===== config.mk =====
export PLATFORM = sky130hd
export DESIGN_NAME = round_robin_turn_ring_unit
export DESIGN_NICKNAME = d
export VERILOG_FILES = /design/src/rrt_pkg.sv /design/src/round_robin_turn_ring_unit.sv /design/src/rrt_ram.sv
export SDC_FILE = /design/constraint.sdc
export NUM_CORES = 1
export LEC_CHECK = 0
export BUFFER_PORTS_ARGS = -buffer_cell sky130_fd_sc_hd__buf_2
export CORE_UTILIZATION = 38
export DETAILED_ROUTE_END_ITERATION = 7
export HOLD_SLACK_MARGIN = 0.03
export PLACE_DENSITY = 0.62
export SYNTH_ARGS = -nofsm -noshare
export SYNTH_HDL_FRONTEND = slang
export SYNTH_SLANG_ARGS = --single-unit

===== constraint.sdc =====
create_clock -name clk -period 4.3 [get_ports clk]
set_input_delay 0.215 -clock clk [delete_from_list [all_inputs] [get_ports clk]]
set_output_delay 0.215 -clock clk [all_outputs]
set_load 0.1 [all_outputs]

===== src/rrt_pkg.sv =====
// shared codes and types for the round-robin turn ring
`timescale 1ns / 1ps
package rrt_pkg;

  typedef logic [1:0] kind_t;
  typedef logic [1:0] status_t;

  localparam kind_t KIND_ADD    = 2'd0;
  localparam kind_t KIND_REMOVE = 2'd1;
  localparam kind_t KIND_NEXT   = 2'd2;
  localparam kind_t KIND_SKIP   = 2'd3;

  localparam status_t ST_OK        = 2'd0;
  localparam status_t ST_EMPTY     = 2'd1;
  localparam status_t ST_NOT_FOUND = 2'd2;
  localparam status_t ST_FULL      = 2'd3;

endpackage


===== src/round_robin_turn_ring_unit.sv =====
// top level: turn ring controller around the member id memory
`timescale 1ns / 1ps
// Round-robin turn ring. Members are kept in ring order in a single
// MAX_PLAYERS-deep id memory (one write port, one registered read port),
// with the member count and the current-turn index in flip-flops. A word is
// taken when start is high and busy is low; exactly one result word follows,
// shown for one cycle with out_valid, and the receiver cannot stall it.
// Remove runs the search and the gap close as one pass over the memory
// read port, one entry read per cycle, each entry after the match written
// back one place down as its read data returns. busy drops in the cycle
// that shows out_valid, so a new word may be started there.
module round_robin_turn_ring_unit import rrt_pkg::*; #(
  parameter int MAX_PLAYERS = 16,
  parameter int ID_BITS     = 16
) (
  input  logic                               clk,
  input  logic                               rst_n,
  input  logic                               start,
  output logic                               busy,
  input  logic [1:0]                         in_kind,
  input  logic [ID_BITS-1:0]                 in_member_id,
  output logic                               out_valid,
  output logic [1:0]                         out_status,
  output logic [ID_BITS-1:0]                 out_turn_id,
  output logic [ID_BITS-1:0]                 out_skipped_id,
  output logic [$clog2(MAX_PLAYERS+1)-1:0]   out_member_count,
  output logic                               out_winner_valid,
  output logic [ID_BITS-1:0]                 out_winner_id
);

  localparam int IDX_W = $clog2(MAX_PLAYERS);
  localparam int CNT_W = $clog2(MAX_PLAYERS + 1);

  // controller states
  localparam logic [2:0] S_IDLE = 3'd0;
  localparam logic [2:0] S_SCAN = 3'd1;  // remove: search and compact
  localparam logic [2:0] S_RD   = 3'd2;  // next/skip: read current member
  localparam logic [2:0] S_CAP  = 3'd3;  // next/skip: take read data, advance
  localparam logic [2:0] S_FIN  = 3'd4;  // read head for the winner field
  localparam logic [2:0] S_OUT  = 3'd5;  // load the result word

  logic [2:0]         state_r, state_nxt;
  logic [CNT_W-1:0]   count_r, count_nxt;
  logic [IDX_W-1:0]   turn_r, turn_nxt;

  // working registers of the word in flight
  kind_t              kind_r, kind_nxt;
  logic [ID_BITS-1:0] id_r, id_nxt;
  status_t            status_r, status_nxt;
  logic [ID_BITS-1:0] turn_id_r, turn_id_nxt;
  logic [ID_BITS-1:0] skip_id_r, skip_id_nxt;
  logic               phase_r, phase_nxt;

  // remove scan
  logic [CNT_W-1:0]   scan_r, scan_nxt;
  logic               rd_vld_r, rd_vld_nxt;
  logic [IDX_W-1:0]   rd_idx_r, rd_idx_nxt;
  logic               found_r, found_nxt;
  logic [IDX_W-1:0]   k_r, k_nxt;

  // result word
  logic               out_valid_r, out_valid_nxt;
  status_t            out_status_r, out_status_nxt;
  logic [ID_BITS-1:0] out_turn_r, out_turn_nxt;
  logic [ID_BITS-1:0] out_skip_r, out_skip_nxt;
  logic [CNT_W-1:0]   out_count_r, out_count_nxt;
  logic               out_win_r, out_win_nxt;
  logic [ID_BITS-1:0] out_win_id_r, out_win_id_nxt;

  // memory port
  logic               mem_we;
  logic [IDX_W-1:0]   mem_waddr;
  logic [ID_BITS-1:0] mem_wdata;
  logic [IDX_W-1:0]   mem_raddr;
  logic [ID_BITS-1:0] mem_rdata;

  // scan helpers
  logic               scan_issue;
  logic               scan_hit;
  logic               scan_last;
  logic [IDX_W-1:0]   turn_dec;
  logic [IDX_W-1:0]   turn_adv;
  logic [CNT_W-1:0]   turn_inc;

  rrt_ram #(
    .WIDTH (ID_BITS),
    .DEPTH (MAX_PLAYERS)
  ) u_ram (
    .clk   (clk),
    .we    (mem_we),
    .waddr (mem_waddr),
    .wdata (mem_wdata),
    .raddr (mem_raddr),
    .rdata (mem_rdata)
  );

  // wrap-around advance of the turn pointer
  assign turn_inc = CNT_W'(turn_r) + CNT_W'(1);
  assign turn_adv = (turn_inc >= count_r) ? '0 : turn_inc[IDX_W-1:0];

  assign scan_issue = (scan_r < count_r);
  assign scan_hit   = rd_vld_r && !found_r && (mem_rdata == id_r);
  assign scan_last  = rd_vld_r && (CNT_W'(rd_idx_r) == count_r - CNT_W'(1));
  // turn index after removing entry k_nxt
  assign turn_dec   = (turn_r > k_nxt) ? turn_r - IDX_W'(1) : turn_r;

  always_comb begin
    state_nxt      = state_r;
    count_nxt      = count_r;
    turn_nxt       = turn_r;
    kind_nxt       = kind_r;
    id_nxt         = id_r;
    status_nxt     = status_r;
    turn_id_nxt    = turn_id_r;
    skip_id_nxt    = skip_id_r;
    phase_nxt      = phase_r;
    scan_nxt       = scan_r;
    rd_vld_nxt     = 1'b0;
    rd_idx_nxt     = rd_idx_r;
    found_nxt      = found_r;
    k_nxt          = k_r;
    out_valid_nxt  = 1'b0;
    out_status_nxt = out_status_r;
    out_turn_nxt   = out_turn_r;
    out_skip_nxt   = out_skip_r;
    out_count_nxt  = out_count_r;
    out_win_nxt    = out_win_r;
    out_win_id_nxt = out_win_id_r;
    mem_we         = 1'b0;
    mem_waddr      = count_r[IDX_W-1:0];
    mem_wdata      = in_member_id;
    mem_raddr      = '0;

    case (state_r)
      S_IDLE: begin
        if (start) begin
          kind_nxt    = kind_t'(in_kind);
          id_nxt      = in_member_id;
          status_nxt  = ST_OK;
          turn_id_nxt = '0;
          skip_id_nxt = '0;
          phase_nxt   = 1'b0;
          scan_nxt    = '0;
          found_nxt   = 1'b0;
          if (CNT_W'(turn_r) >= count_r) begin
            turn_nxt = '0;
          end
          if (kind_t'(in_kind) == KIND_ADD) begin
            if (count_r >= CNT_W'(MAX_PLAYERS)) begin
              status_nxt = ST_FULL;
            end else begin
              // append at the tail
              mem_we    = 1'b1;
              count_nxt = count_r + CNT_W'(1);
              if (count_r == '0) begin
                turn_nxt = '0;
              end
            end
            state_nxt = S_FIN;
          end else if (count_r == '0) begin
            status_nxt = ST_EMPTY;
            state_nxt  = S_FIN;
          end else if (kind_t'(in_kind) == KIND_REMOVE) begin
            state_nxt = S_SCAN;
          end else begin
            state_nxt = S_RD;
          end
        end
      end

      S_SCAN: begin
        // issue one read per cycle, handle the data of the previous one
        mem_raddr = scan_r[IDX_W-1:0];
        if (scan_issue) begin
          rd_vld_nxt = 1'b1;
          rd_idx_nxt = scan_r[IDX_W-1:0];
          scan_nxt   = scan_r + CNT_W'(1);
        end
        if (rd_vld_r && found_r) begin
          // shift entries after the match down by one
          mem_we    = 1'b1;
          mem_waddr = rd_idx_r - IDX_W'(1);
          mem_wdata = mem_rdata;
        end
        if (scan_hit) begin
          found_nxt = 1'b1;
          k_nxt     = rd_idx_r;
        end
        if (scan_last) begin
          rd_vld_nxt = 1'b0;
          if (!found_nxt) begin
            status_nxt = ST_NOT_FOUND;
          end else begin
            count_nxt = count_r - CNT_W'(1);
            turn_nxt  = (CNT_W'(turn_dec) >= count_r - CNT_W'(1)) ? '0 : turn_dec;
          end
          state_nxt = S_FIN;
        end
      end

      S_RD: begin
        mem_raddr = turn_r;
        state_nxt = S_CAP;
      end

      S_CAP: begin
        turn_nxt = turn_adv;
        if (kind_r == KIND_SKIP && !phase_r) begin
          skip_id_nxt = mem_rdata;
          phase_nxt   = 1'b1;
          state_nxt   = S_RD;
        end else begin
          turn_id_nxt = mem_rdata;
          state_nxt   = S_FIN;
        end
      end

      S_FIN: begin
        mem_raddr = '0;
        state_nxt = S_OUT;
      end

      S_OUT: begin
        out_valid_nxt  = 1'b1;
        out_status_nxt = status_r;
        out_turn_nxt   = turn_id_r;
        out_skip_nxt   = skip_id_r;
        out_count_nxt  = count_r;
        out_win_nxt    = (count_r == CNT_W'(1));
        out_win_id_nxt = (count_r == CNT_W'(1)) ? mem_rdata : '0;
        state_nxt      = S_IDLE;
      end

      default: begin
        state_nxt = S_IDLE;
      end
    endcase
  end

  // control state
  always_ff @(posedge clk) begin
    if (!rst_n) begin
      state_r     <= S_IDLE;
      count_r     <= '0;
      turn_r      <= '0;
      rd_vld_r    <= 1'b0;
      found_r     <= 1'b0;
      phase_r     <= 1'b0;
      out_valid_r <= 1'b0;
    end else begin
      state_r     <= state_nxt;
      count_r     <= count_nxt;
      turn_r      <= turn_nxt;
      rd_vld_r    <= rd_vld_nxt;
      found_r     <= found_nxt;
      phase_r     <= phase_nxt;
      out_valid_r <= out_valid_nxt;
    end
  end

  // payload, no reset
  always_ff @(posedge clk) begin
    kind_r       <= kind_nxt;
    id_r         <= id_nxt;
    status_r     <= status_nxt;
    turn_id_r    <= turn_id_nxt;
    skip_id_r    <= skip_id_nxt;
    scan_r       <= scan_nxt;
    rd_idx_r     <= rd_idx_nxt;
    k_r          <= k_nxt;
    out_status_r <= out_status_nxt;
    out_turn_r   <= out_turn_nxt;
    out_skip_r   <= out_skip_nxt;
    out_count_r  <= out_count_nxt;
    out_win_r    <= out_win_nxt;
    out_win_id_r <= out_win_id_nxt;
  end

  assign busy             = (state_r != S_IDLE);
  assign out_valid        = out_valid_r;
  assign out_status       = out_status_r;
  assign out_turn_id      = out_turn_r;
  assign out_skipped_id   = out_skip_r;
  assign out_member_count = out_count_r;
  assign out_winner_valid = out_win_r;
  assign out_winner_id    = out_win_id_r;

endmodule


===== src/rrt_ram.sv =====
// generic simple dual-port ram with registered read
`timescale 1ns / 1ps
module rrt_ram #(
  parameter int WIDTH = 16,
  parameter int DEPTH = 16
) (
  input  logic                     clk,
  input  logic                     we,
  input  logic [$clog2(DEPTH)-1:0] waddr,
  input  logic [WIDTH-1:0]         wdata,
  input  logic [$clog2(DEPTH)-1:0] raddr,
  output logic [WIDTH-1:0]         rdata
);

  logic [WIDTH-1:0] mem [DEPTH];

  always_ff @(posedge clk) begin
    if (we) begin
      mem[waddr] <= wdata;
    end
    rdata <= mem[raddr];
  end

endmodule


==> flow_summary.yaml <==
outcome:
  status: "finished clean"
finish:
  multi_input_area_sq_um: 4520
  register_area_sq_um: 11900
  fin_nets: 1138
  postLayoutCellArea_sq_um: 19600
  syn_to_final_growth_pct: 18.5
  num-fill-cells: 3667
  finish.utilization_pct: 45.6
  layout-drive-gt1-share_pct: 25.9
  layoutNonFillerInstCount: 1706
  antenna_cells: 0
yosys:
  ys_warn_count: 0
  synth_fa_ha_area_share_pct: 2.11
  synth-compound-area-share_pct: 4.52
  synthFlopType: "edfxtp_1"
  syn_area_sq_um: 16600
  synth-xor-area-share_pct: 1.93
  synthMuxAreaShare_pct: 10.8
  syn-mean-instance-area_sq_um: 17.7
  yosys.area_share.simple_pct: 6.61
  netlist-cell-type-count: 66
  synth_edf_count: 373
  synth_fp_nets: 986
  synth_top_family_by_area: "multiplexers"
  async_reset_ff_share_pct: 0
  synthCells: 937
  yosys_register_bits: 409
  synth.yosys.seq_area_share_pct: 71.9
timing:
  finalHoldViolations: 0
  tightest_slew_ns: 0.911
  rsz0062_at_grt: "yes"
  fin_skew_ns: 0.0148
  setup_viol: 0
  slew_viol_final: 0
  min_period_ns: 4.24
  slew_headroom_pct: 39.2
  max_freq_mhz: 236
  finalCritPeriodShare_pct: 98.5
route:
  met3WireLength_um: 1860
  drc_errors: 0
  wl_per_cell_um: 21.0
  postRouteAntennaNets: 0
  first_iter_violations: 806
  vias_per_cell: 5.19
  vias: 8862
  wl_met2_um: 18000
  topRoutingLayerUsed: "met4"
  wirelength_met1_um: 15400
  wirelength_um: 35900
  drtPass1Iterations: 5
place:
  gp_congestion: 0.903
  place_area_sq_um: 17900
  place_inst: 1605
  dp_hpwl_um: 22700
  port_buffers: 78
grt:
  grt_pass1_wl_um: 53900
  grt-ovfl-total: 0
  grt_pass1_vias: 8764
  antenna_found_initial: 0
  track_usage_pct: 16.3
  grt_max_degree: 57
power_and_ir_drop:
  power_frac_comb_pct: 21.1
  power_frac_seq_pct: 45.4
  p_leak_nw: 6.72
  p_per_area_nw_per_um2: 559
  switching_power_mw: 3.20
  swShare_pct: 29.1
  ir_drop_v: 0.000310
  p_int_mw: 7.78
  clockPowerShare_pct: 33.5
  finalPower_mw: 11.0
clock_tree:
  cts_tree: "yes"
  clk_pin_slew_worst_paths_ns: 0.07
  cts_sinks: 409
  cts_buffers: 40
  htree_levels: 2
  clk_latency_ns: 0.55
  cts-root-buf: "clkbuf_16"
  cts_buffer_depth: 3
die:
  initial_utilization_pct: 38.5
  rows: 76
  core_area_sq_um: 43100
  dieHeight_um: 211
  die_w_um: 211
  die-area_sq_um: 44500
  io_pins: 79
hold_path:
  min_path_type: "in2reg"
critical_path:
  crit_path_max_fanout: 6
  worst-setup-path-type: "reg2reg"
  critPathCaptureType: "flop"
  crit_arrival_ns: 4.68
  startpoint_type: "flop"
  cp.required_ns: 4.74
run:
  drv_cap: 0
-- stage by stage --
stage	hold WS [ns]	TNS (ns)	setup slack [ns]
2_1_floorplan	0.314	0	0.130
3_3_place_gp	0.404	-0.0208	-0.0208
3_5_place_dp	0.405	-0.162	-0.110
4_1_cts	0.129	0	0.00460
5_1_grt	0.179	-0.411	-0.139
6_report	0.156	0	0.0628
-- metal layers --
metal	track usage, %	up-vias
li1	-	4027
met1	21.4	4527
met2	27.9	253
met3	2.85	55
met4	4.17	0
met5	0	-
-- timing repair --
item	in CTS	in global routing
setup endpoints to repair	2	4
setup buffers	3	5
hold buffers	19	0
cloned	0	0
endpoints found under the hold margin	22	0
pin swaps	9	19
resized for setup	9	21
-- critical path: stages (launching register included) --
cell and delay (ns):
edfxtp_1 0.38, xnor2_1 0.19, nand4_1 0.25, nor4b_4 0.35
nand3_4 0.20, buf_6 0.18, o21ai_4 0.15, ha_4 0.22
and4_1 0.20, a21oi_2 0.19, buf_6 0.15, nand2_1 0.09
xnor2_1 0.14, ha_1 0.28, o21ai_1 0.15, o21bai_1 0.11
a31oi_1 0.23, buf_4 0.18, buf_4 0.11, buf_4 0.10
a22oi_1 0.05, o32ai_1 0.24
-- power by group through the flow --
stage          clock network [mW]  logic (mW)  registers, mW
6_report                     3.68        2.32           4.98
3_5_place_dp                    0        2.26           5.07
4_1_cts                      3.75        2.30           4.98
5_1_grt                      3.91        2.48           5.02
2_1_floorplan                   0        1.32           5.38
3_3_place_gp                    0        2.24           5.05
-- sequential cells by signal, summed over array words and instances, names as in the netlist, 2 cells and up --
name and count:
scan_r 5, id_r 16, out_member_count 5, status_r 2
k_r 4, u_ram.rdata 16, skip_id_r 16, kind_r 2
out_turn_id 16, turn_r 4, state_r 3, out_status 2
out_skipped_id 16, count_r 5, rd_idx_r 4, turn_id_r 16
u_ram.mem 256, out_winner_id 16
-- cell type report --
class	instances	share of cell area (%)
Clock buffer	47	5.23
Sequential cell	409	60.7
Tap cell	585	3.73
Multi-Input combinational cell	468	23.0
Clock inverter	27	1.83
Inverter	17	0.325
Timing Repair Buffer	153	5.20
-- logic make-up (layout without fill, tap and decap cells) --
group | after synthesis | in the layout
compound gates | 107 | 107
xor+xnor | 35 | 35
fa+ha+maj | 28 | 28
buf+inv | 60 | 244
flops | 409 | 409
mux | 82 | 82
simple gates | 216 | 216
-- layout by cell type (no fill, tap or decap), types with 8 or more instances in the layout --
cell type / count
mux4_2: 23
buf_2: 78
buf_4: 53
a31oi_1: 17
xnor2_1: 24
mux2_2: 16
and3_1: 22
nor3_1: 12
bufinv_16: 8
mux4_1: 41
inv_1: 17
nand3_1: 15
nor2_2: 18
nor2_1: 20
a21oi_1: 21
ha_1: 26
and2_1: 31
clkbuf_16: 40
edfxtp_1: 373
clkinv_1: 8
nand2_1: 57
dfxtp_1: 36
dlygate4sd3_1: 19
a211oi_1: 17
-- cells in the mapped netlist, drive strengths merged (2+ instances only) --
| master | instances | area (sq um) |
|---|---|---|
| dfxtp | 36 | 721 |
| a31oi | 17 | 106 |
| clkbuf | 17 | 75.1 |
| edfxtp | 373 | 11200 |
| and2b | 2 | 17.5 |
| a211oi | 22 | 185 |
| o21ai | 10 | 50.0 |
| nand2 | 60 | 228 |
| a22oi | 8 | 73.8 |
| o32ai | 3 | 26.3 |
| a21oi | 24 | 120 |
| o31ai | 2 | 15.0 |
| o22ai | 2 | 12.5 |
| inv | 17 | 63.8 |
| nor2b | 3 | 21.3 |
| mux2i | 2 | 20.0 |
| o211ai | 2 | 15.0 |
| nand2b | 7 | 43.8 |
| nor4 | 2 | 12.5 |
| xor2 | 7 | 61.3 |
| and3 | 22 | 138 |
| xnor2 | 27 | 236 |
| and2 | 32 | 200 |
| or2 | 7 | 43.8 |
| mux2 | 16 | 180 |
| a32oi | 2 | 17.5 |
| a21o | 4 | 30.0 |
| buf | 26 | 208 |
| nor3 | 13 | 70.1 |
| nand3 | 16 | 80.1 |
| o21a | 3 | 22.5 |
| a2111oi | 2 | 23.8 |
| mux4 | 64 | 1600 |
| nand4 | 5 | 31.3 |
| ha | 28 | 350 |
| nor2 | 43 | 171 |
-- final timing paths --
check / startpoint / to / slack (ns) / depth (start not counted)
max: id_r[10]$_DFFE_PP_ / turn_r[3]$_SDFFE_PN0P_ / 0.06 / 21
min: start / found_r$_SDFFE_PN0P_ / 0.16 / 4
max reg2reg: id_r[10]$_DFFE_PP_ / turn_r[3]$_SDFFE_PN0P_ / 0.06 / 21
min reg2reg: turn_id_r[5]$_DFFE_PP_ / out_turn_id[5]$_DFFE_PP_ / 0.42 / 0
No activity file was read; power rests on OpenSTA's default activity.
